`src/rtl/sei_pkg.sv`:
```
// shared constants, types and tables for the sine ease-in/ease-out profile
// no dependencies; imported by every module of the block
package sei_pkg;

  // interface fraction format and internal q30 format
  localparam int unsigned FRAC_BITS = 16;
  localparam int unsigned FW        = FRAC_BITS + 1;
  localparam int unsigned Q         = 30;
  localparam int unsigned QW        = Q + 1;
  localparam int unsigned SW        = 32;
  localparam int unsigned NW        = SW + FRAC_BITS;
  localparam int unsigned CW        = 30;

  localparam logic [FW-1:0] ONE  = {1'b1, {FRAC_BITS{1'b0}}};
  localparam logic [QW-1:0] QONE = {1'b1, {Q{1'b0}}};

  // 2/pi in q30
  localparam logic [CW-1:0] TWO_OVER_PI = 30'd683565276;

  // taylor coefficients of sin(u*pi/2), q30, lowest order first
  localparam int unsigned SIN_TERMS = 7;
  localparam int unsigned SIN_STG   = SIN_TERMS + 1;
  localparam logic [QW-1:0] SIN_COEF [SIN_TERMS] = '{
    31'd1686629713, 31'd693598668, 31'd85569306, 31'd5027008,
    31'd172272, 31'd3864, 31'd61
  };

  // fractional divider: quotient bits and steps per stage
  localparam int unsigned DIV_STEPS = QW;
  localparam int unsigned DIV_SPS   = 4;
  localparam int unsigned DIV_STG   = (DIV_STEPS + DIV_SPS - 1) / DIV_SPS;

  // final normalising divider
  localparam int unsigned FIN_STEPS = FW;
  localparam int unsigned FIN_SPS   = 2;
  localparam int unsigned FIN_STG   = (FIN_STEPS + FIN_SPS - 1) / FIN_SPS;

  // configuration register indexes
  localparam int unsigned CFG_IDX_W = 1;
  typedef enum logic [CFG_IDX_W-1:0] {
    CFG_ACCEL_END   = 1'b0,
    CFG_DECEL_START = 1'b1
  } cfg_idx_e;

  // profile piece of an item
  typedef enum logic [1:0] {
    PH_EASE_IN  = 2'd0,
    PH_LINEAR   = 2'd1,
    PH_END      = 2'd2,
    PH_EASE_OUT = 2'd3
  } phase_e;

  // per-item sideband carried down the pipeline
  typedef struct packed {
    phase_e          phase;
    logic [FW-1:0]   t;
  } sei_side_t;

  // derived configuration: user keeps constant while items are in flight
  typedef struct packed {
    logic [FW-1:0] k1;
    logic [FW-1:0] k2;
    logic [QW-1:0] k1s;
    logic [SW-1:0] g;
    logic [SW-1:0] h;
    logic [SW-1:0] f;
    logic [SW-1:0] gkk;
  } sei_cfg_t;

endpackage

```
`src/rtl/sei_div_frac.sv`:
```
// pipelined restoring divider giving (num << 30) / den for num <= den
// depends on sei_pkg
module sei_div_frac import sei_pkg::*; (
  input  logic          clk_i,
  input  logic          rst_ni,
  input  logic          en_i,
  input  logic          valid_i,
  input  logic [FW-1:0] num_i,
  input  logic [FW-1:0] den_i,
  input  sei_side_t     side_i,
  output logic          valid_o,
  output logic [QW-1:0] quo_o,
  output sei_side_t     side_o
);

  localparam int unsigned RW = FW + 1;

  logic          valid_q [DIV_STG];
  logic [QW-1:0] quo_q   [DIV_STG];
  sei_side_t     side_q  [DIV_STG];
  logic [RW-1:0] rem_q   [DIV_STG-1];
  logic [FW-1:0] den_q   [DIV_STG-1];

  for (genvar st = 0; st < DIV_STG; st++) begin : g_stg
    logic          valid_in;
    logic [RW-1:0] rem_in;
    logic [QW-1:0] quo_in;
    logic [FW-1:0] den_in;
    sei_side_t     side_in;
    logic [RW-1:0] rem_n;
    logic [QW-1:0] quo_n;

    // stage source
    if (st == 0) begin : g_src
      assign valid_in = valid_i;
      assign rem_in   = RW'(num_i);
      assign quo_in   = '0;
      assign den_in   = den_i;
      assign side_in  = side_i;
    end else begin : g_src
      assign valid_in = valid_q[st-1];
      assign rem_in   = rem_q[st-1];
      assign quo_in   = quo_q[st-1];
      assign den_in   = den_q[st-1];
      assign side_in  = side_q[st-1];
    end

    // compare and subtract steps of this stage
    always_comb begin
      logic [RW-1:0] r;
      logic [QW-1:0] qv;
      r  = rem_in;
      qv = quo_in;
      for (int s = 0; s < DIV_SPS; s++) begin
        if (st * DIV_SPS + s < DIV_STEPS) begin
          if (r >= RW'(den_in)) begin
            r  = r - RW'(den_in);
            qv = {qv[QW-2:0], 1'b1};
          end else begin
            qv = {qv[QW-2:0], 1'b0};
          end
          r = {r[RW-2:0], 1'b0};
        end
      end
      rem_n = r;
      quo_n = qv;
    end

    always_ff @(posedge clk_i or negedge rst_ni) begin
      if (!rst_ni) begin
        valid_q[st] <= 1'b0;
      end else if (en_i) begin
        valid_q[st] <= valid_in;
      end
    end

    always_ff @(posedge clk_i) begin
      if (en_i) begin
        quo_q[st]  <= quo_n;
        side_q[st] <= side_in;
      end
    end

    // partial remainder only needed by later stages
    if (st < DIV_STG - 1) begin : g_rem
      always_ff @(posedge clk_i) begin
        if (en_i) begin
          rem_q[st] <= rem_n;
          den_q[st] <= den_in;
        end
      end
    end
  end

  assign valid_o = valid_q[DIV_STG-1];
  assign quo_o   = quo_q[DIV_STG-1];
  assign side_o  = side_q[DIV_STG-1];

endmodule

```
`config.mk`:
```
export PLATFORM = sky130hd
export DESIGN_NAME = sei_div_frac
export DESIGN_NICKNAME = d
export VERILOG_FILES = /design/src/rtl/sei_pkg.sv /design/src/rtl/sei_div_frac.sv
export SDC_FILE = /design/constraint.sdc
export NUM_CORES = 2
export LEC_CHECK = 0
export BUFFER_PORTS_ARGS = -buffer_cell sky130_fd_sc_hd__buf_4
export CAP_MARGIN = 20
export CORE_ASPECT_RATIO = 1.4
export CORE_MARGIN = 5
export CORE_UTILIZATION = 40
export DETAILED_ROUTE_END_ITERATION = 16
export PLACE_DENSITY = 0.62
export RECOVER_POWER = 100
export SLEW_MARGIN = 20
export SYNTH_ARGS = -nofsm -noshare
export SYNTH_HDL_FRONTEND = slang
export SYNTH_SLANG_ARGS = --single-unit
```
`constraint.sdc`:
```
create_clock -name clk_i -period 29.3 [get_ports clk_i]
set_clock_uncertainty 0.05 [all_clocks]
set_input_delay 0 -clock clk_i [delete_from_list [all_inputs] [get_ports clk_i]]
set_output_delay 0 -clock clk_i [all_outputs]
set_load 0.05 [all_outputs]
```
==> results.json <==
{
  "status": "finished, violations left",
  "violations": "max-capacitance violations, max-slew violations",
  "postSynthAreaPerCell_sq_um": 9.91,
  "wl_per_cell_um": 18.9,
  "synth_cell_types": 106,
  "boundaryPins": 108,
  "wirelength_um": 118000,
  "start_util_pct": 40.3,
  "maxCapViolations": 11,
  "dp_hpwl_um": 92900,
  "dr.pass1.iters": 6,
  "grt_max_degree": 106,
  "slowest_delay_ns": 1.00,
  "synth_fp_nets": 5111,
  "fmax_mhz": 67.6,
  "max_slew.worst_pin.slew_ns": 6.56,
  "ant_nets": 0,
  "setup_viol_count_final": 0,
  "async_flop_share_pct": 1.48,
  "worst_ep_required_time_ns": 29.61,
  "slew_headroom_pct": -337,
  "syn-instance-count": 4541,
  "hold_path.class": "in -> reg",
  "period_needed_ns": 14.80,
  "synthXorXnorAreaFrac_pct": 7.38,
  "synth_fa_ha_area_share_pct": 14.4,
  "synthSimpleGateAreaFrac_pct": 12.9,
  "cts_buffers": 66,
  "cts_buffer_depth": 3,
  "antenna_cells": 0,
  "synthDominantAreaCellType": "edfxtp_1",
  "hold_viol": 0,
  "min_path_cells": 2,
  "synth_compound_gate_area_share_pct": 18.2,
  "clkSlewWorstSetupHoldPaths_ns": 0.07,
  "synth.area.top_cells": "edfxtp_1 36%, ha_1 14%, mux2_2 6.4%",
  "synth-edff-count": 533,
  "setup_tns_ns": 0,
  "globalplace.congestion": 0.912,
  "critPathKind": "reg -> reg",
  "h-tree-depth": 3,
  "drtIter0Drc": 1911,
  "r2r_cells": 41,
  "io_buffers": 107,
  "synth_top_family_by_area": "compound AO/OA/AOI/OAI gates",
  "fp.dieH_um": 407,
  "core.rowCount": 145,
  "grt_pass1_wl_um": 184000,
  "synthMuxAreaShare_pct": 7.85,
  "drive_gt1_share_pct": 10.0,
  "vias": 34900,
  "gr-usage-all-layers_pct": 19.1,
  "cpMostUsedCell": "a21oi_1",
  "final_nets": 5287,
  "crit_fanout": 24,
  "grt_setup_unrepaired": "false",
  "yosysWarnings": 0,
  "critPathCaptureType": "flip-flop",
  "ys_seq_area_share_pct": 36.0,
  "syn_to_final_growth_pct": 10.6,
  "dieArea_sq_um": 119000,
  "cts_tree": "built",
  "grt_pass1_vias": 34400,
  "core_sq_um": 112000,
  "ys_ff_latch": 541,
  "slowest_stage": "nor3_1",
  "cp.arrival_ns": 15.11,
  "die_w_um": 293,
  "drc_errors": 0,
  "maxSlewViolCount": 626,
  "yosysTopAreaCellShare_pct": 35.6,
  "syn-cell-area_sq_um": 45000,
  "clockRootBuffer": "clkbuf_16",
  "synthFlopType": "edfxtp_1",
  "vias_per_cell": 5.60,
  "overflow": 0,
  "clk_latency_ns": 0.65,
  "cp-start-kind": "flip-flop",
  "clkSinkCount": 541,
  "antenna_found_initial": 0,
  "fin_crit_sh_pct": 50.5
}
metrics by stage:
stage / hold slack (ns) / area (sq um) / utilization [%] / setup slack (ns) / std cells
final: 0.0602 / 49700 / 44.5 / 14.50 / 6238
after global routing: 0.0517 / 49700 / 44.5 / 13.31 / 6238
after CTS: 0.0000309 / 50200 / 44.9 / 16.28 / 6238
after detailed placement: -0.228 / 47400 / 42.4 / 16.37 / 6060
after global placement: -0.229 / 47400 / 42.4 / 16.44 / 6060
after floorplan: -0.346 / 45000 / - / 18.54 / 4541
Yosys cell counts (all sizes together), types with 10 or more instances:
| library cell | number |
|---|---|
| nand3 | 75 |
| o31ai | 38 |
| ha | 504 |
| a211o | 17 |
| o211ai | 26 |
| nor2 | 341 |
| or2 | 41 |
| a2111oi | 11 |
| a21o | 130 |
| or3 | 30 |
| o21bai | 45 |
| a21oi | 343 |
| nor4 | 21 |
| nand2 | 299 |
| xor2 | 126 |
| o41ai | 19 |
| a211oi | 44 |
| a31oi | 53 |
| and3 | 44 |
| a311oi | 10 |
| o311ai | 10 |
| o21a | 70 |
| nand4 | 52 |
| inv | 271 |
| mux2i | 23 |
| mux2 | 291 |
| and2 | 33 |
| nor3 | 115 |
| a31o | 23 |
| o22ai | 15 |
| buf | 33 |
| xnor2 | 253 |
| edfxtp | 533 |
| a21boi | 17 |
| clkbuf | 41 |
| nor2b | 54 |
| nand2b | 56 |
| o21ai | 273 |
kinds of logic (layout without fill, tap and decap cells):
| logic type | count (synthesis) | count (layout) |
|---|---|---|
| muxes | 314 | 314 |
| xor gates and xnor gates | 379 | 379 |
| DFF | 541 | 541 |
| adders and majority gates | 513 | 513 |
| buffers and inverters | 349 | 576 |
| AOI/OAI and AO/OA | 1244 | 1244 |
| and+or+nand+nor | 1201 | 1201 |
routing by layer:
layer	vias to the layer above	GRT usage, %	part of all wire [%]
met5	-	0	0
met1	16500	20.6	39
met3	290	2.14	3.1
li1	17400	-	-
met4	0	10.3	5.6
met2	736	36.5	52
what timing repair did:
| item | CTS | global route |
|---|---|---|
| setup buffers | 0 | 0 |
| gates resized for setup | 0 | 0 |
| hold buffers | 59 | 0 |
| endpoints found under the hold margin | 149 | 0 |
sequential cells by signal, summed over array words and instances (netlist names):
signal,cells
quo_q,143
g_stg.valid_in,7
side_q,152
rem_q,119
den_q,119
valid_o,1
worst max-delay path, delay by kind of cell (launching register included):
kind / cells / cell delay [ns]
flops: 1 / 0.63
fa+ha+maj: 4 / 1.55
simple gates: 6 / 2.07
buf+inv: 5 / 2.49
compound gates: 22 / 5.84
mux: 4 / 1.83
cell type report:
cell class / count / area [sq um]
flip-flops and latches: 541 / 16200
well taps: 1470 / 1840
fillers: 10800 / 62000
inverters: 275 / 1030
multi-input cells: 3651 / 27200
clock buffers: 72 / 1710
repair buffers: 182 / 1200
clock inverters: 47 / 529
final timing paths:
path                                     end          from  slack [ns]
min                             side_q[0][4]     side_i[4]        0.06
max in group asynchronous  g_stg[3].valid_in        rst_ni       28.62
max                              rem_q[1][6]   den_q[0][0]       14.50
min reg2reg                    quo_q[0][102]  quo_q[0][67]        0.36
max reg2reg                      rem_q[1][6]   den_q[0][0]       14.50
min in group asynchronous            valid_o        rst_ni        0.31
placed cells by master, fill, tap and decap left out, types with 30 or more instances in the layout:
master         netlist  layout
a31oi_1             52      53
a21oi_1            338     342
edfxtp_1           533     533
mux2_2             254     229
nand3_1             74      75
nor2b_1             54      54
or2_2               37      37
a211oi_1            39      41
dlygate4sd3_1        0      59
o31ai_1             37      37
a21o_1             130     130
clkbuf_16            0      67
nand2_1            299     299
xor2_1             126     126
nor2_1             339     340
o21ai_0            262     266
o21bai_1            45      44
mux2_1              31      56
xnor2_1            253     253
and3_1              44      44
or3_1               30      30
clkbuf_1            41      88
nand4_1             52      52
nor3_1             112     113
inv_1              264     267
o21a_1              70      70
ha_1               504     504
nand2b_1            56      56
Power is left out: the tool's default activity adds up to more than one toggle a clock period on the data nets, which glitch-free logic cannot reach.
