<file path="src/rtl/sei_pkg.sv">
// shared constants, types and tables for the sine ease-in/ease-out profile
// no dependencies; imported by every module of the block
package sei_pkg;

  // interface fraction format and internal q30 format
  localparam int unsigned FRAC_BITS = 16;
  localparam int unsigned FW        = FRAC_BITS + 1;
  localparam int unsigned Q         = 30;
  localparam int unsigned QW        = Q + 1;
  localparam int unsigned SW        = 32;
  localparam int unsigned NW        = SW + FRAC_BITS;
  localparam int unsigned CW        = 30;

  localparam logic [FW-1:0] ONE  = {1'b1, {FRAC_BITS{1'b0}}};
  localparam logic [QW-1:0] QONE = {1'b1, {Q{1'b0}}};

  // 2/pi in q30
  localparam logic [CW-1:0] TWO_OVER_PI = 30'd683565276;

  // taylor coefficients of sin(u*pi/2), q30, lowest order first
  localparam int unsigned SIN_TERMS = 7;
  localparam int unsigned SIN_STG   = SIN_TERMS + 1;
  localparam logic [QW-1:0] SIN_COEF [SIN_TERMS] = '{
    31'd1686629713, 31'd693598668, 31'd85569306, 31'd5027008,
    31'd172272, 31'd3864, 31'd61
  };

  // fractional divider: quotient bits and steps per stage
  localparam int unsigned DIV_STEPS = QW;
  localparam int unsigned DIV_SPS   = 4;
  localparam int unsigned DIV_STG   = (DIV_STEPS + DIV_SPS - 1) / DIV_SPS;

  // final normalising divider
  localparam int unsigned FIN_STEPS = FW;
  localparam int unsigned FIN_SPS   = 2;
  localparam int unsigned FIN_STG   = (FIN_STEPS + FIN_SPS - 1) / FIN_SPS;

  // configuration register indexes
  localparam int unsigned CFG_IDX_W = 1;
  typedef enum logic [CFG_IDX_W-1:0] {
    CFG_ACCEL_END   = 1'b0,
    CFG_DECEL_START = 1'b1
  } cfg_idx_e;

  // profile piece of an item
  typedef enum logic [1:0] {
    PH_EASE_IN  = 2'd0,
    PH_LINEAR   = 2'd1,
    PH_END      = 2'd2,
    PH_EASE_OUT = 2'd3
  } phase_e;

  // per-item sideband carried down the pipeline
  typedef struct packed {
    phase_e          phase;
    logic [FW-1:0]   t;
  } sei_side_t;

  // derived configuration: user keeps constant while items are in flight
  typedef struct packed {
    logic [FW-1:0] k1;
    logic [FW-1:0] k2;
    logic [QW-1:0] k1s;
    logic [SW-1:0] g;
    logic [SW-1:0] h;
    logic [SW-1:0] f;
    logic [SW-1:0] gkk;
  } sei_cfg_t;

endpackage

</file>
<file path="src/rtl/sei_div_fin.sv">
// pipelined restoring divider for the final normalisation num / f
// depends on sei_pkg
module sei_div_fin import sei_pkg::*; (
  input  logic          clk_i,
  input  logic          rst_ni,
  input  logic          en_i,
  input  logic          valid_i,
  input  logic [NW-1:0] num_i,
  input  logic [SW-1:0] den_i,
  input  logic          force_i,
  output logic          valid_o,
  output logic [FW-1:0] quo_o,
  output logic          force_o
);

  logic          valid_q [FIN_STG];
  logic [FW-1:0] quo_q   [FIN_STG];
  logic          force_q [FIN_STG];
  logic [SW-1:0] rem_q   [FIN_STG-1];
  logic [FW-1:0] low_q   [FIN_STG-1];

  for (genvar st = 0; st < FIN_STG; st++) begin : g_stg
    logic          valid_in;
    logic          force_in;
    logic [SW-1:0] rem_in;
    logic [FW-1:0] low_in;
    logic [FW-1:0] quo_in;
    logic [SW-1:0] rem_n;
    logic [FW-1:0] quo_n;

    // stage source
    if (st == 0) begin : g_src
      assign valid_in = valid_i;
      assign force_in = force_i;
      assign rem_in   = SW'(num_i[NW-1:FW]);
      assign low_in   = num_i[FW-1:0];
      assign quo_in   = '0;
    end else begin : g_src
      assign valid_in = valid_q[st-1];
      assign force_in = force_q[st-1];
      assign rem_in   = rem_q[st-1];
      assign low_in   = low_q[st-1];
      assign quo_in   = quo_q[st-1];
    end

    // bring down one dividend bit per step
    always_comb begin
      logic [SW:0]   rr;
      logic [SW-1:0] r;
      logic [FW-1:0] qv;
      r  = rem_in;
      qv = quo_in;
      rr = '0;
      for (int s = 0; s < FIN_SPS; s++) begin
        if (st * FIN_SPS + s < FIN_STEPS) begin
          rr = {r, low_in[FW-1-(st*FIN_SPS+s)]};
          if (rr >= {1'b0, den_i}) begin
            rr = rr - {1'b0, den_i};
            qv = {qv[FW-2:0], 1'b1};
          end else begin
            qv = {qv[FW-2:0], 1'b0};
          end
          r = rr[SW-1:0];
        end
      end
      rem_n = r;
      quo_n = qv;
    end

    always_ff @(posedge clk_i or negedge rst_ni) begin
      if (!rst_ni) begin
        valid_q[st] <= 1'b0;
      end else if (en_i) begin
        valid_q[st] <= valid_in;
      end
    end

    always_ff @(posedge clk_i) begin
      if (en_i) begin
        quo_q[st]   <= quo_n;
        force_q[st] <= force_in;
      end
    end

    if (st < FIN_STG - 1) begin : g_rem
      always_ff @(posedge clk_i) begin
        if (en_i) begin
          rem_q[st] <= rem_n;
          low_q[st] <= low_in;
        end
      end
    end
  end

  assign valid_o = valid_q[FIN_STG-1];
  assign quo_o   = quo_q[FIN_STG-1];
  assign force_o = force_q[FIN_STG-1];

endmodule

</file>
<file path="config.mk">
export PLATFORM = sky130hd
export DESIGN_NAME = sei_div_fin
export DESIGN_NICKNAME = d
export VERILOG_FILES = /design/src/rtl/sei_pkg.sv /design/src/rtl/sei_div_fin.sv
export SDC_FILE = /design/constraint.sdc
export NUM_CORES = 2
export LEC_CHECK = 0
export BUFFER_PORTS_ARGS = -buffer_cell sky130_fd_sc_hd__buf_4
export CORE_ASPECT_RATIO = 1.5
export CORE_MARGIN = 1
export CORE_UTILIZATION = 68
export CTS_BUF_LIST = sky130_fd_sc_hd__clkbuf_16
export DETAILED_ROUTE_END_ITERATION = 8
export GPL_TIMING_DRIVEN = 0
export PLACE_DENSITY = 0.86
export SLEW_MARGIN = 40
export SYNTH_ARGS = -nofsm -noshare
export SYNTH_HDL_FRONTEND = slang
export SYNTH_SLANG_ARGS = --single-unit
</file>
<file path="constraint.sdc">
create_clock -name clk_i -period 11.6 [get_ports clk_i]
set_input_delay 0.58 -clock clk_i [delete_from_list [all_inputs] [get_ports clk_i]]
set_output_delay 0.58 -clock clk_i [all_outputs]
set_load 0.05 [all_outputs]
</file>
==> results_tabular.tex <==
\begin{tabular}{lr}
\hline
Metric & Value \\
\hline
\multicolumn{2}{l}{\textbf{Outcome}} \\
\quad Status & finished, final reports clean \\
\multicolumn{2}{l}{\textbf{Floorplan}} \\
\quad Height of the die & 315 microns \\
\quad Std-Cell Core Area & 0.0645 sq mm \\
\quad Boundary pin count & 104 \\
\quad Floorplan die width & 211 microns \\
\quad Placement row count & 114 \\
\quad Die Area & 0.0664 sq mm \\
\quad Starting Density & 68.9\% \\
\multicolumn{2}{l}{\textbf{STA}} \\
\quad Total negative slack for setup checks & 0 ns \\
\quad Final number of max-transition violations & 0 \\
\quad Slew of the pin with the lowest slew margin & 0.916 ns \\
\quad Clock Skew & 0.0182 ns \\
\quad Number of hold violations in the final report & 0 \\
\quad Time the final worst path needs with I/O delays and setup & 7.98 ns \\
\quad RSZ-0062 raised after global routing & false \\
\quad Highest Clock Rate & 0.125 GHz \\
\quad Final count of negative-setup-slack endpoints & 0 \\
\quad Period utilisation layout & 68.8\% \\
\quad Worst-case headroom to the max-slew limit & 38.3\% \\
\multicolumn{2}{l}{\textbf{Setup path}} \\
\quad Launch point of the worst reg-to-reg path & rem\_q[1][0] \\
\quad Critical path capture point type & flop \\
\quad Worst endpoint data arrival time & 8.31 ns \\
\quad Critical path launch point & den\_i[7] \\
\quad Critical R2R Capture & rem\_q[1][49] \\
\quad Element type at the critical path start & primary input \\
\quad Highest fanout seen on the critical path & 17 \\
\quad Classification of the worst setup path & primary input to flop \\
\quad Depth of the most critical reg-to-reg path & 25 \\
\quad Flop2flop setup slack & 3.87 ns \\
\quad Worst EP required & 11.93 ns \\
\multicolumn{2}{l}{\textbf{Logic synthesis}} \\
\quad Sequential cell area fraction in the yosys report & 28.8\% \\
\quad Fraction of registers with async set or reset after synthesis & 2.11\% \\
\quad Post-synth EDFFs & 418 \\
\quad Unique cell type count in the Yosys netlist & 85 \\
\quad Post-Synthesis Mean Instance Area & 8.94 sq um \\
\quad Post-synthesis adder-cell area fraction & 16.0\% \\
\quad Share of synthesized area spent on multiplexers & 6.73\% \\
\quad Post-Synthesis Net Count & 5615 \\
\quad Synth Register Bits & 427 \\
\quad Count of warnings emitted by yosys & 0 \\
\quad Flip-flop cell with the highest count after synthesis & edfxtp\_1 \\
\quad Simple-gate area share of the yosys netlist & 14.0\% \\
\quad Post-synthesis xor/xnor area fraction & 8.36\% \\
\quad Netlist area before placement & 0.0444 sq mm \\
\quad Main combinational cell family by area after synthesis & compound AO/OA/AOI/OAI gates \\
\quad Cell count after synthesis & 4970 \\
\quad Synth Area in Compound Gates & 23.3\% \\
\multicolumn{2}{l}{\textbf{Clock tree}} \\
\quad Largest buffer count on any clock path & 3 \\
\quad Sinks on Clock Net & 427 \\
\quad Worst-skew pair later-pin latency & 0.65 ns \\
\quad Cell chosen for the clock root & clkbuf\_16 \\
\quad CTS buffer count & 47 \\
\quad H-Tree Depth & 2 \\
\quad TritonCTS clock tree & yes \\
\quad Worst-path clk slew & 0.07 ns \\
\quad Resize count post-CTS & 0 \\
\multicolumn{2}{l}{\textbf{Placement}} \\
\quad Count of input and output buffers & 103 \\
\quad Final RePlAce weighted congestion & 1.01 \\
\quad HPWL after detailed placement & 104 mm \\
\multicolumn{2}{l}{\textbf{Min path}} \\
\quad Startpoint of the worst hold path & num\_i[12] \\
\quad Path class of the lowest-slack min-delay path & primary input to flop \\
\quad Endpoint of the worst hold path & low\_q[0][12] \\
\quad Hold path depth & 1 \\
\multicolumn{2}{l}{\textbf{Global routing}} \\
\quad Number of global-route vias before repair & 40200 \\
\quad Largest net degree at the start of global routing & 83 \\
\quad All-layer global routing usage & 42.8\% \\
\quad Global-route wire length before repair & 216 mm \\
\quad Remaining global-route overflow & 0 \\
\quad Initial antenna violation count & 5 \\
\multicolumn{2}{l}{\textbf{Cells and area}} \\
\quad Area growth from synthesis to final layout & 8.99\% \\
\quad Highest-count cells in the layout ignoring fill and taps & ha\_1 (544), a21oi\_1 (507), nand2\_1 (423) \\
\quad Fill cell count & 4818 \\
\quad Fraction of final layout cells with drive strength greater than 1 & 11.1\% \\
\quad Final net count & 5784 \\
\quad Commonest non-fill, non-tap cell in the layout & ha\_1 \\
\multicolumn{2}{l}{\textbf{Drt}} \\
\quad Via count & 41600 \\
\quad Final wirelength & 145 mm \\
\quad Post-route ant nets & 0 \\
\quad Number of iterations in the first detailed-routing pass & 9 \\
\quad Per-cell routed wire length & 23.9 microns \\
\quad DRC violation count after routing & 0 \\
\quad Via-to-Cell Ratio & 6.87 \\
\quad Starting DRT DRC Count & 3719 \\
\multicolumn{2}{l}{\textbf{Flow run}} \\
\quad Max-cap check violation count & 0 \\
\hline
\end{tabular}
-- cell usage after synthesis, drive strengths merged (25+ instances only) --
cell / count / area (sq um)
a211oi: 52 / 400
a21o: 212 / 1590
a21oi: 508 / 2550
a31oi: 47 / 300
and3: 42 / 263
buf: 29 / 143
clkbuf: 105 / 394
edfxtp: 418 / 12600
ha: 544 / 6810
inv: 195 / 732
mux2: 255 / 2870
nand2: 423 / 1590
nand2b: 60 / 375
nand3: 124 / 621
nand4: 76 / 475
nor2: 310 / 1160
nor2b: 66 / 420
nor3: 69 / 355
nor4: 26 / 163
o211ai: 33 / 253
o21a: 74 / 556
o21ai: 417 / 2090
o21bai: 74 / 556
o31ai: 42 / 315
or2: 25 / 156
or3: 31 / 194
xnor2: 297 / 2600
xor2: 127 / 1110
-- flip-flops by register name (all words and copies together) (netlist names) --
register and cells:
force_q 9, g_stg.valid_in 8, low_q 64, quo_q 89
rem_q 256, valid_o 1
-- routing by layer --
layer / track usage, % / wire (microns)
met2: 69.5 / 65900
met5: 0 / 24
met1: 43.3 / 47900
met4: 47.3 / 18400
met3: 9.73 / 12300
-- worst max-delay path, stage by stage --
cell	delay (ns)
buf_4	0.11
inv_2	0.63
ha_1	0.40
a21oi_1	0.23
o21ai_0	0.12
a21oi_1	0.20
nand2_1	0.12
a31oi_1	0.42
o31ai_1	0.26
a221oi_2	0.52
clkbuf_1	0.53
clkbuf_1	0.49
nand2_1	0.11
o21ai_0	0.25
ha_1	0.40
and3_1	0.20
nor2b_1	0.13
or4_1	0.47
a211oi_1	0.32
a2bb2oi_1	0.21
o211ai_1	0.14
nand2_1	0.12
o211ai_1	0.13
a21oi_1	0.43
clkbuf_1	0.51
a31oi_1	0.27
-- cell type report --
class | instances | area, sq um | area share [%]
antenna | 7 | 17.5 | 0.0362
inverter | 196 | 777 | 1.60
timing repair buffer | 120 | 1210 | 2.50
tap | 870 | 1090 | 2.25
sequential | 427 | 12800 | 26.4
multi-input combinational | 4213 | 30400 | 62.7
clock inverter | 38 | 410 | 0.847
clock buffer | 49 | 1230 | 2.53
buffer | 134 | 537 | 1.11
-- worst max-delay path by stage --
stage | end | slack [ns] | cells past startpoint
4_1_cts | rem_q[1][76] | 3.92 | 26
5_1_grt | rem_q[1][94] | 3.16 | 26
3_5_place_dp | rem_q[1][76] | 3.30 | 26
6_report | rem_q[1][94] | 3.62 | 26
2_1_floorplan | rem_q[0][35] | 4.31 | 25
3_3_place_gp | rem_q[1][57] | 2.08 | 27
-- stage by stage --
stage	cell area [sq um]	cells	hold WS [ns]	worst slack [ns]	util, %
finish	48400	6054	0.102	3.62	75.1
global route	48400	6047	0.0973	3.16	75.1
CTS	48400	6047	0.100	3.92	75.1
detailed placement	46800	5959	0.405	3.30	72.5
global placement	46300	5943	0.400	2.08	71.8
floorplan	44400	4970	0.284	4.31	-
-- what timing repair did --
action	in CTS	in global routing
buffers inserted	0	0
hold endpoints to repair	9	0
hold buffers	1	0
-- logic make-up after synthesis --
kind of cell | after synthesis
XOR/XNOR | 424
adder cells (fa/ha/maj) | 560
buffers and inverters | 330
flip-flops | 427
AO/OA/AOI/OAI | 1653
multiplexers | 267
AND/OR/NAND/NOR | 1309
Power is not shown: default switching activity piles up to over one toggle a cycle in this logic, so the estimate is an artifact.
