===== src/rtl/sei_pkg.sv =====
// shared constants, types and tables for the sine ease-in/ease-out profile
// no dependencies; imported by every module of the block
package sei_pkg;

  // interface fraction format and internal q30 format
  localparam int unsigned FRAC_BITS = 16;
  localparam int unsigned FW        = FRAC_BITS + 1;
  localparam int unsigned Q         = 30;
  localparam int unsigned QW        = Q + 1;
  localparam int unsigned SW        = 32;
  localparam int unsigned NW        = SW + FRAC_BITS;
  localparam int unsigned CW        = 30;

  localparam logic [FW-1:0] ONE  = {1'b1, {FRAC_BITS{1'b0}}};
  localparam logic [QW-1:0] QONE = {1'b1, {Q{1'b0}}};

  // 2/pi in q30
  localparam logic [CW-1:0] TWO_OVER_PI = 30'd683565276;

  // taylor coefficients of sin(u*pi/2), q30, lowest order first
  localparam int unsigned SIN_TERMS = 7;
  localparam int unsigned SIN_STG   = SIN_TERMS + 1;
  localparam logic [QW-1:0] SIN_COEF [SIN_TERMS] = '{
    31'd1686629713, 31'd693598668, 31'd85569306, 31'd5027008,
    31'd172272, 31'd3864, 31'd61
  };

  // fractional divider: quotient bits and steps per stage
  localparam int unsigned DIV_STEPS = QW;
  localparam int unsigned DIV_SPS   = 4;
  localparam int unsigned DIV_STG   = (DIV_STEPS + DIV_SPS - 1) / DIV_SPS;

  // final normalising divider
  localparam int unsigned FIN_STEPS = FW;
  localparam int unsigned FIN_SPS   = 2;
  localparam int unsigned FIN_STG   = (FIN_STEPS + FIN_SPS - 1) / FIN_SPS;

  // configuration register indexes
  localparam int unsigned CFG_IDX_W = 1;
  typedef enum logic [CFG_IDX_W-1:0] {
    CFG_ACCEL_END   = 1'b0,
    CFG_DECEL_START = 1'b1
  } cfg_idx_e;

  // profile piece of an item
  typedef enum logic [1:0] {
    PH_EASE_IN  = 2'd0,
    PH_LINEAR   = 2'd1,
    PH_END      = 2'd2,
    PH_EASE_OUT = 2'd3
  } phase_e;

  // per-item sideband carried down the pipeline
  typedef struct packed {
    phase_e          phase;
    logic [FW-1:0]   t;
  } sei_side_t;

  // derived configuration: user keeps constant while items are in flight
  typedef struct packed {
    logic [FW-1:0] k1;
    logic [FW-1:0] k2;
    logic [QW-1:0] k1s;
    logic [SW-1:0] g;
    logic [SW-1:0] h;
    logic [SW-1:0] f;
    logic [SW-1:0] gkk;
  } sei_cfg_t;

endpackage


===== src/rtl/sei_cfg.sv =====
// configuration registers and the derived profile constants g, h and f
// depends on sei_pkg
module sei_cfg import sei_pkg::*; (
  input  logic                 clk_i,
  input  logic                 rst_ni,
  input  logic                 cfg_we_i,
  input  logic [CFG_IDX_W-1:0] cfg_idx_i,
  input  logic [FW-1:0]        cfg_data_i,
  output sei_cfg_t             cfg_o
);

  logic [FW-1:0]    accel_q;
  logic [FW-1:0]    decel_q;
  logic [FW-1:0]    k1c;
  logic [FW-1:0]    k2c;
  logic [FW-1:0]    k2m;
  logic [QW-1:0]    k1s;
  logic [QW-1:0]    k2s;
  logic [QW+CW-1:0] g_prod;
  logic [QW+CW-1:0] h_prod;
  logic [SW-1:0]    g;
  logic [SW-1:0]    h;
  logic [SW-1:0]    gkk;
  sei_cfg_t         cfg_d;
  sei_cfg_t         cfg_q;

  // register writes
  always_ff @(posedge clk_i or negedge rst_ni) begin
    if (!rst_ni) begin
      accel_q <= '0;
      decel_q <= '0;
    end else if (cfg_we_i) begin
      case (cfg_idx_e'(cfg_idx_i))
        CFG_ACCEL_END:   accel_q <= cfg_data_i;
        CFG_DECEL_START: decel_q <= cfg_data_i;
        default: ;
      endcase
    end
  end

  // clamp to one and order the break points
  assign k1c = (accel_q > ONE) ? ONE : accel_q;
  assign k2c = (decel_q > ONE) ? ONE : decel_q;
  assign k2m = (k2c < k1c) ? k1c : k2c;
  assign k1s = QW'(k1c) << (Q - FRAC_BITS);
  assign k2s = QW'(k2m) << (Q - FRAC_BITS);

  // phase lengths scaled by 2/pi
  assign g_prod = (QW+CW)'(k1s) * (QW+CW)'(TWO_OVER_PI);
  assign h_prod = (QW+CW)'(QONE - k2s) * (QW+CW)'(TWO_OVER_PI);
  assign g      = SW'(g_prod >> Q);
  assign h      = SW'(h_prod >> Q);
  assign gkk    = g + SW'(k2s - k1s);

  always_comb begin
    cfg_d     = '0;
    cfg_d.k1  = k1c;
    cfg_d.k2  = k2m;
    cfg_d.k1s = k1s;
    cfg_d.g   = g;
    cfg_d.h   = h;
    cfg_d.gkk = gkk;
    cfg_d.f   = gkk + h;
  end

  // derived values, refreshed every cycle
  always_ff @(posedge clk_i) begin
    cfg_q <= cfg_d;
  end

  assign cfg_o = cfg_q;

endmodule


===== config.mk =====
export PLATFORM = sky130hd
export DESIGN_NAME = sei_cfg
export DESIGN_NICKNAME = d
export VERILOG_FILES = /design/src/rtl/sei_pkg.sv /design/src/rtl/sei_cfg.sv
export SDC_FILE = /design/constraint.sdc
export NUM_CORES = 1
export LEC_CHECK = 0
export ABC_AREA = 1
export BUFFER_PORTS_ARGS = -buffer_cell sky130_fd_sc_hd__buf_2
export CORE_UTILIZATION = 30
export CTS_BUF_LIST = sky130_fd_sc_hd__clkbuf_4
export DETAILED_ROUTE_END_ITERATION = 10
export SYNTH_ARGS = -nofsm -noshare
export SYNTH_HDL_FRONTEND = slang
export SYNTH_SLANG_ARGS = --single-unit

===== constraint.sdc =====
create_clock -name clk_i -period 10.85 [get_ports clk_i]
set_clock_uncertainty 0.2 [all_clocks]
set_input_delay 2.7125 -clock clk_i [delete_from_list [all_inputs] [get_ports clk_i]]
set_output_delay 2.7125 -clock clk_i [all_outputs]
set_load 0.005 [all_outputs]

==> results of run 1 <==
==> registers in the layout, summed over array words and instances, names as in the netlist <==
signal and flops:
cfg_o 156, decel_q 17, accel_q 17
==> worst max-delay path: cells and delay by family (launching register included) <==
kind	cells	cell delay, ns
xor gates and xnor gates	2	0.37
and+or+nand+nor	19	2.15
AOI/OAI and AO/OA	9	1.31
DFF	1	0.46
buffers and inverters	12	1.63
adders and majority gates	10	4.38
==> metrics by stage <==
step	instance area (µm²)	util	cells
global placement	33300	0.362	5062
floorplan	28100	-	3275
global route	36000	0.393	5167
CTS	33900	0.369	5102
finish	36000	0.393	5168
detailed placement	33300	0.362	5062
==> cell families after synthesis <==
kind of cell	Yosys count	share of synthesized area
buffers and inverters	912	0.129
adders and majority gates	873	0.498
and+or+nand+nor	707	0.109
AOI/OAI and AO/OA	400	0.0827
DFF	190	0.143
xor gates and xnor gates	123	0.0390
other	2	0.000270
==> worst max-delay path by stage <==
stage	startpoint	end	depth (start not counted)
6_report	decel_q[4]	cfg_o[57]	52
5_1_grt	decel_q[4]	cfg_o[61]	63
4_1_cts	accel_q[11]	cfg_o[53]	55
3_5_place_dp	accel_q[11]	cfg_o[62]	57
3_3_place_gp	accel_q[11]	cfg_o[62]	57
2_1_floorplan	accel_q[9]	cfg_o[63]	51
==> layout make-up <==
cell class	instances	area, µm²	share of cell area
Sequential cell	190	3970	0.110
Timing Repair Buffer	662	4670	0.130
Inverter	864	3270	0.0907
Tap cell	1243	1560	0.0432
Multi-Input combinational cell	2173	22200	0.617
Antenna cell	4	10.0	0.000278
Clock inverter	15	198	0.00549
Clock buffer	17	128	0.00354
==> metal layers <==
layer / global-route usage / up-vias / part of all wire / wire length, µm
li1: - / 11200 / - / -
met1: 0.256 / 11100 / 0.46 / 40900
met2: 0.304 / 540 / 0.46 / 41500
met3: 0.0247 / 104 / 0.049 / 4400
met4: 0.0636 / 0 / 0.030 / 2720
met5: 0 / - / 0 / 0
==> cell usage in the layout, fill, tap and decap left out, drive strengths merged, types with 13 or more instances in the layout <==
master,n
nor3,22
clkbuf,20
o21a,15
xor2,84
dfxtp,156
a31oi,16
nor2,167
inv,869
nand3,61
xnor2,39
a21oi,175
nand2,416
dfrtp,34
ha,485
buf,659
conb,70
fa,388
nand4,23
a21o,13
o21bai,14
o21ai,134
==> repair_timing <==
item,in CTS,in global routing
cloned,1,3
setup buffers,7,60
setup endpoints to repair,20,22
pin swaps,9,139
resized for setup,52,391
==> results.py, run 1 <==
metrics = {
    "synthesis": {
        "synth_seq_cells": 190,
        "syn_avg_cell_area_um2": 8.67,
        "syn_area_mm2": 0.0278,
        "yosysMostFrequentCell": "inv_1",
        "synth_edf_count": 0,
        "synth_flop_cell": "dfxtp_1",
        "yosysSeqAreaShare": 0.143,
        "synthArstFlopShare": 0.179,
        "yosysWarnings": 0,
        "yosys-top-cells-area": "fa_1 28%, ha_1 22%, inv_1 12%",
        "synthTopCellsByCount": "858 x inv_1, 485 x ha_1, 399 x nand2_1",
        "ys_types": 51,
        "synth_cells": 3207,
        "synth_area_leader_cell": "fa_1",
        "yosysTopAreaCellShare": 0.279,
    },
    "place": {
        "preCtsSetupSlack_ns": -0.602,
        "gp_congestion": 0.957,
        "io_buffers": 197,
        "hpwl_um": 78800,
    },
    "floorplanning": {
        "die_width_um": 306,
        "rows": 111,
        "die-area_mm2": 0.0939,
        "start_util": 0.303,
        "die_h_um": 306,
        "ios": 214,
        "core_area_mm2": 0.0918,
    },
    "critical_path": {
        "path_max_fanout": 8,
        "reg2reg_slack_ns": 0.25,
        "cp_slowest_cell": "fa_2",
        "critPathLaunchType": "register",
        "critPathMaxStageDelay_ns": 0.59,
        "reg2reg_to": "cfg_o[57]",
        "r2r_start": "decel_q[4]",
        "cp_common_cell": "fa_1",
        "worst_ep_required_time_ns": 11.32,
        "critPathCaptureType": "register",
        "crit_type": "register to register",
        "r2r_cells": 52,
        "arrival_ns": 11.06,
    },
    "timing": {
        "hold_violations": 0,
        "period_needed_ns": 10.60,
        "max-slew-margin-rel": 0.371,
        "setup_viol": 0,
        "holdWs_ns": 0.309,
        "slew_violations": 0,
        "worst_pin_slew_ns": 0.933,
        "layout_setup_ws_ns": 0.254,
        "max_freq_mhz": 94.4,
        "tns_ns": 0,
        "finalCritPeriodShare": 0.977,
        "rsz0062_at_grt": "true",
    },
    "drt": {
        "wl_per_cell_um": 17.3,
        "drt_first_pass_iters": 5,
        "ant_nets": 0,
        "vias": 23000,
        "routed_wl_um": 89500,
        "drc_errors": 0,
        "drtIter0Drc": 1172,
        "vias_per_cell": 4.45,
    },
    "clock_tree": {
        "htreeDepth": 4,
        "insertion_delay_ns": 0.77,
        "cts_hold_buffers": 0,
        "root_buffer": "clkbuf_4",
        "cts_tree": "done",
        "cts_buffers": 17,
        "clock_sinks": 190,
        "clk_pin_slew_ns": 0.18,
        "clockBufferDepth": 2,
    },
    "min_path": {
        "whs_endpoint": "accel_q[15]",
        "hp-start": "accel_q[15]",
        "hp-class": "register to register",
        "hold_depth": 2,
    },
    "finish": {
        "final_layout_size_suffix_gt1_frac": 0.270,
        "nets": 4802,
        "synthToLayoutAreaGrowth_pct": 29.6,
        "nFillCells": 9316,
    },
    "job": {
        "cap_viol_max_count": 0,
    },
    "grt": {
        "gr-total-overflow": 0,
        "grt_pass1_wl_um": 133000,
        "gr-usage-all-layers": 0.188,
        "grt_pass1_vias": 23100,
        "grt_max_degree": 35,
        "antenna_found_initial": 5,
    },
    "status": {
        "outcome": "completed",
    },
}
Power of run 1 is not shown: default switching activity piles up to over one toggle a cycle in this logic, so the estimate is an artifact.
==> inputs of run 2 (changes only) <==
Settings changed: ABC_AREA 1 to default.
==> results.py, run 2 <==
metrics = {
    "finish": {
        "largest_reg_flops": 156,
        "final_common_cell": "buf_4",
        "synthToLayoutAreaGrowth_pct": 36.8,
        "regArea_mm2": 0.00397,
        "nFillCells": 8603,
        "nets": 4598,
        "final_layout_size_suffix_gt1_frac": 0.343,
        "stdcell_count": 4874,
        "multi_input_area_mm2": 0.0211,
        "layout_common_cells": "749 x buf_4, 678 x inv_1, 448 x ha_1",
    },
    "timing": {
        "setup_viol": 8,
        "tns_ns": -2.76,
        "hold_violations": 0,
        "max_freq_mhz": 87.8,
        "slew_violations": 0,
        "worst_pin_slew_ns": 0.767,
        "rsz0062_at_grt": "true",
        "period_needed_ns": 11.39,
        "finalCritPeriodShare": 1.05,
        "max-slew-margin-rel": 0.485,
        "layout_setup_ws_ns": -0.540,
    },
    "place": {
        "preCtsSetupSlack_ns": -1.00,
        "gp_congestion": 0.923,
        "placedCellCount": 4794,
        "io_buffers": 197,
        "hpwl_um": 71700,
    },
    "synthesis": {
        "synth_flop_cell": "dfxtp_1",
        "synthTopCellsByCount": "701 x inv_1, 485 x ha_1, 388 x fa_1",
        "yosysMostFrequentCell": "inv_1",
        "synth_compound_area_frac": 0.0907,
        "synth_seq_cells": 190,
        "synth_cells": 2708,
        "synth_area_leader_cell": "fa_1",
        "synthArstFlopShare": 0.179,
        "ys_types": 86,
        "syn_area_mm2": 0.0266,
        "synth_edf_count": 0,
        "yosys-top-cells-area": "fa_1 29%, ha_1 23%, dfxtp_1 12%",
        "syn_avg_cell_area_um2": 9.84,
        "synth_xor_area_frac": 0.0407,
        "yosysSeqAreaShare": 0.149,
        "yosysWarnings": 0,
        "synth-simple-area-share": 0.0667,
        "muxShareOfSynthArea": 0.0183,
        "yosysTopAreaCellShare": 0.292,
        "synth_top_family_by_area": "adder cells",
        "synthAdderAreaFrac": 0.520,
    },
    "grt": {
        "grt_pass1_vias": 22300,
        "grt_pass1_wl_um": 122000,
        "grt_max_degree": 35,
        "antenna_found_initial": 6,
        "gr-total-overflow": 0,
        "gr-usage-all-layers": 0.180,
    },
    "status": {
        "violations": "setup timing",
        "outcome": "finished, violations left",
    },
    "job": {
        "cap_viol_max_count": 0,
    },
    "clock_tree": {
        "cts_buffers": 17,
        "clockBufferDepth": 2,
        "cts_tree": "done",
        "insertion_delay_ns": 0.86,
        "clock_sinks": 190,
        "htreeDepth": 4,
        "root_buffer": "clkbuf_4",
        "clk_pin_slew_ns": 0.19,
    },
    "floorplanning": {
        "die_width_um": 300,
        "start_util": 0.305,
        "die-area_mm2": 0.0900,
        "die_h_um": 300,
        "rows": 108,
        "ios": 214,
        "core_area_mm2": 0.0873,
    },
    "drt": {
        "drt_first_pass_iters": 7,
        "drtIter0Drc": 848,
        "ant_nets": 0,
        "vias": 21500,
        "vias_per_cell": 4.41,
        "routed_wl_um": 80700,
        "drc_errors": 0,
        "wl_per_cell_um": 16.5,
    },
    "critical_path": {
        "cp_common_cell": "fa_1",
        "critPathCaptureType": "register",
        "crit_type": "register to register",
        "path_max_fanout": 7,
        "critPathLaunchType": "register",
        "critPathMaxStageDelay_ns": 0.55,
        "cp_slowest_cell": "fa_1",
        "arrival_ns": 11.97,
        "worst_ep_required_time_ns": 11.43,
    },
    "min_path": {
        "hp-class": "register to register",
    },
}
## run 2: cell types whose count changed after synthesis, moves of 37 or more
cell and delta:
nor2_1 -70, xnor2_1 +49, inv_1 -157, nand2_1 -313, mux2_2 +37, a21oi_1 -74
o21ai_0 -65, xor2_1 -51, a21o_1 +40
## run 2: final timing paths
kind	start	end	slack, ns	cells past startpoint
setup / recovery	accel_q[9]	cfg_o[61]	-0.54	54
hold / removal	decel_q[10]	decel_q[10]	0.43	2
setup reg to reg	accel_q[9]	cfg_o[61]	-0.54	54
hold reg to reg	decel_q[10]	decel_q[10]	0.43	2
max in group asynchronous	rst_ni	decel_q[10]	8.24	1
min in group asynchronous	rst_ni	decel_q[14]	1.69	1
## run 2: repair_timing
| action | CTS | global route |
|---|---|---|
| endpoints found under the setup margin | 20 | 28 |
| gates cloned | 1 | 0 |
| resized for setup | 103 | 106 |
| hold buffers | 0 | 0 |
| endpoints found under the hold margin | 0 | 0 |
| pin swaps | 66 | 76 |
| buffers inserted | 32 | 18 |
## run 2: per-stage QoR
| stage | util | instance area [µm²] | hold WS (ns) |
|---|---|---|---|
| 2_1_floorplan | - | 27200 | 0.294 |
| 3_3_place_gp | 0.398 | 34700 | 0.387 |
| 3_5_place_dp | 0.398 | 34700 | 0.398 |
| 4_1_cts | 0.410 | 35800 | 0.437 |
| 5_1_grt | 0.417 | 36400 | 0.457 |
| 6_report | 0.417 | 36400 | 0.430 |
## run 2: cell type report
| class | instances | area share |
|---|---|---|
| Sequential cell | 190 | 0.109 |
| Clock inverter | 15 | 0.00395 |
| Clock buffer | 17 | 0.00350 |
| Antenna cell | 2 | 0.000137 |
| Tap cell | 1155 | 0.0397 |
| Timing Repair Buffer | 970 | 0.191 |
| Multi-Input combinational cell | 1822 | 0.580 |
| Inverter | 703 | 0.0728 |
## run 2: critical path: cells and delay by family, from the launching register on
family / cells / cell delay (ns)
adders and majority gates: 12 / 4.64
AOI/OAI and AO/OA: 15 / 2.51
and+or+nand+nor: 14 / 2.21
buffers and inverters: 10 / 0.78
xor gates and xnor gates: 3 / 0.53
DFF: 1 / 0.44
## run 2: logic make-up after synthesis
logic type,Yosys count
xor+xnor,122
fa+ha+maj,874
mux,44
other cells,2
simple gates,353
buf+inv,764
flops,190
compound gates,359
## run 2: per-layer routing
metal / wire (µm) / share of wire / up-vias / GRT usage
met4: 2340 / 0.029 / 2 / 0.0632
li1: - / - / 10500 / -
met3: 3440 / 0.043 / 97 / 0.0306
met5: 13 / 0.00016 / - / 0
met2: 40400 / 0.50 / 392 / 0.315
met1: 34500 / 0.43 / 10500 / 0.221
Power of run 2 is left out for the same reason.
==> inputs of run 3 (changes only) <==
Settings changed: PLACE_DENSITY from default to 0.49.
==> results.py, run 3 (synthesis gave the netlist of run 2 again) <==
metrics = {
    "status": {
        "outcome": "finished, violations left",
        "violations": "setup timing",
    },
    "finish": {
        "final_layout_size_suffix_gt1_frac": 0.346,
        "synthToLayoutAreaGrowth_pct": 37.4,
        "largest_reg_flops": 156,
        "final_common_cell": "buf_4",
        "stdcell_count": 4880,
        "nets": 4599,
        "layout_common_cells": "742 x buf_4, 683 x inv_1, 456 x ha_1",
        "postLayoutCellArea_mm2": 0.0366,
    },
    "min_path": {
        "hp-start": "decel_q[5]",
        "hp-class": "register to register",
        "whs_endpoint": "decel_q[5]",
        "hold_depth": 1,
    },
    "drt": {
        "wl_per_cell_um": 16.9,
        "drc_errors": 0,
        "ant_nets": 0,
        "drtIter0Drc": 750,
        "vias": 21400,
        "drt_first_pass_iters": 5,
        "routed_wl_um": 82500,
        "vias_per_cell": 4.39,
    },
    "timing": {
        "tns_ns": -3.10,
        "max-slew-margin-rel": 0.482,
        "hold_violations": 0,
        "max_freq_mhz": 88.0,
        "period_needed_ns": 11.36,
        "worst_pin_slew_ns": 0.778,
        "finalCritPeriodShare": 1.05,
        "layout_setup_ws_ns": -0.507,
        "setup_viol": 8,
        "slew_violations": 0,
        "rsz0062_at_grt": "true",
    },
    "critical_path": {
        "crit_type": "register to register",
        "r2r_start": "accel_q[6]",
        "worst_ep_required_time_ns": 11.46,
        "cp_slowest_cell": "fa_1",
        "reg2reg_to": "cfg_o[62]",
        "worst-path-buf-inv": 14,
        "arrival_ns": 11.97,
        "reg2reg_slack_ns": -0.51,
        "path_max_fanout": 6,
        "critPathLaunch": "accel_q[6]",
        "r2r_cells": 58,
        "critPathCaptureType": "register",
        "critPathTopFamily": "adder cells",
        "critPathMaxStageDelay_ns": 0.56,
        "critPathLaunchType": "register",
    },
    "floorplanning": {
        "die-area_mm2": 0.0900,
        "ios": 214,
        "die_width_um": 300,
        "die_h_um": 300,
        "rows": 108,
        "core_area_mm2": 0.0873,
        "start_util": 0.305,
    },
    "place": {
        "gp_congestion": 0.899,
        "placedCellCount": 4792,
        "preCtsSetupSlack_ns": -0.927,
        "placed_area_mm2": 0.0348,
        "io_buffers": 197,
        "hpwl_um": 74200,
    },
    "grt": {
        "grt_max_degree": 35,
        "grt_pass1_vias": 22300,
        "grt_pass1_wl_um": 126000,
        "gr-usage-all-layers": 0.187,
        "gr-total-overflow": 0,
        "antenna_found_initial": 3,
    },
    "clock_tree": {
        "clock_sinks": 190,
        "clk_pin_slew_ns": 0.19,
        "clockBufferDepth": 2,
        "root_buffer": "clkbuf_4",
        "cts_tree": "done",
        "insertion_delay_ns": 0.88,
        "htreeDepth": 4,
        "cts_buffers": 17,
    },
    "job": {
        "cap_viol_max_count": 0,
    },
}
## run 3: cell count changes in the layout (fill, tap and decap cells not counted), moves of 5 or more
cell	before	now
buf_4	749	742
diode_2	2	7
ha_1	448	456
inv_1	678	683
ha_4	35	25
## run 3: area by class of cell
cell class	count	area (µm²)
Fill cell	8805	50700
Multi-Input combinational cell	1822	21200
Timing Repair Buffer	971	7020
Sequential cell	190	3970
Inverter	703	2640
Tap cell	1155	1450
Clock inverter	15	165
Clock buffer	17	128
Antenna cell	7	17.5
## run 3: what timing repair did
| item | in CTS | in global routing |
|---|---|---|
| pin swaps | 42 | 67 |
| buffers inserted | 26 | 24 |
| hold buffers | 0 | 0 |
| gates resized for setup | 108 | 129 |
| endpoints found under the setup margin | 19 | 28 |
| gates cloned | 1 | 0 |
## run 3: worst max path at each step
stage	end	slack (ns)	cells after the start
global route	cfg_o[62]	-1.01	60
CTS	cfg_o[59]	-0.60	57
global placement	cfg_o[62]	-0.85	54
detailed placement	cfg_o[61]	-0.93	54
finish	cfg_o[62]	-0.51	58
floorplan	cfg_o[61]	-0.34	59
## run 3: metrics by stage
step	util	hold slack [ns]
after floorplan	-	0.294
after global placement	0.398	0.331
after detailed placement	0.398	0.332
after CTS	0.410	0.368
after global routing	0.419	0.377
final	0.419	0.366
## run 3: metal layers
| metal | routed length (µm) | global-route usage | up-vias | share of wire |
|---|---|---|---|---|
| met4 | 2030 | 0.0550 | 0 | 0.025 |
| li1 | - | - | 10500 | - |
| met1 | 35800 | 0.232 | 10500 | 0.43 |
| met2 | 42600 | 0.337 | 272 | 0.52 |
| met3 | 2100 | 0.0202 | 67 | 0.025 |
| met5 | 0 | 0 | - | 0 |
Power of run 3 is left out for the same reason.
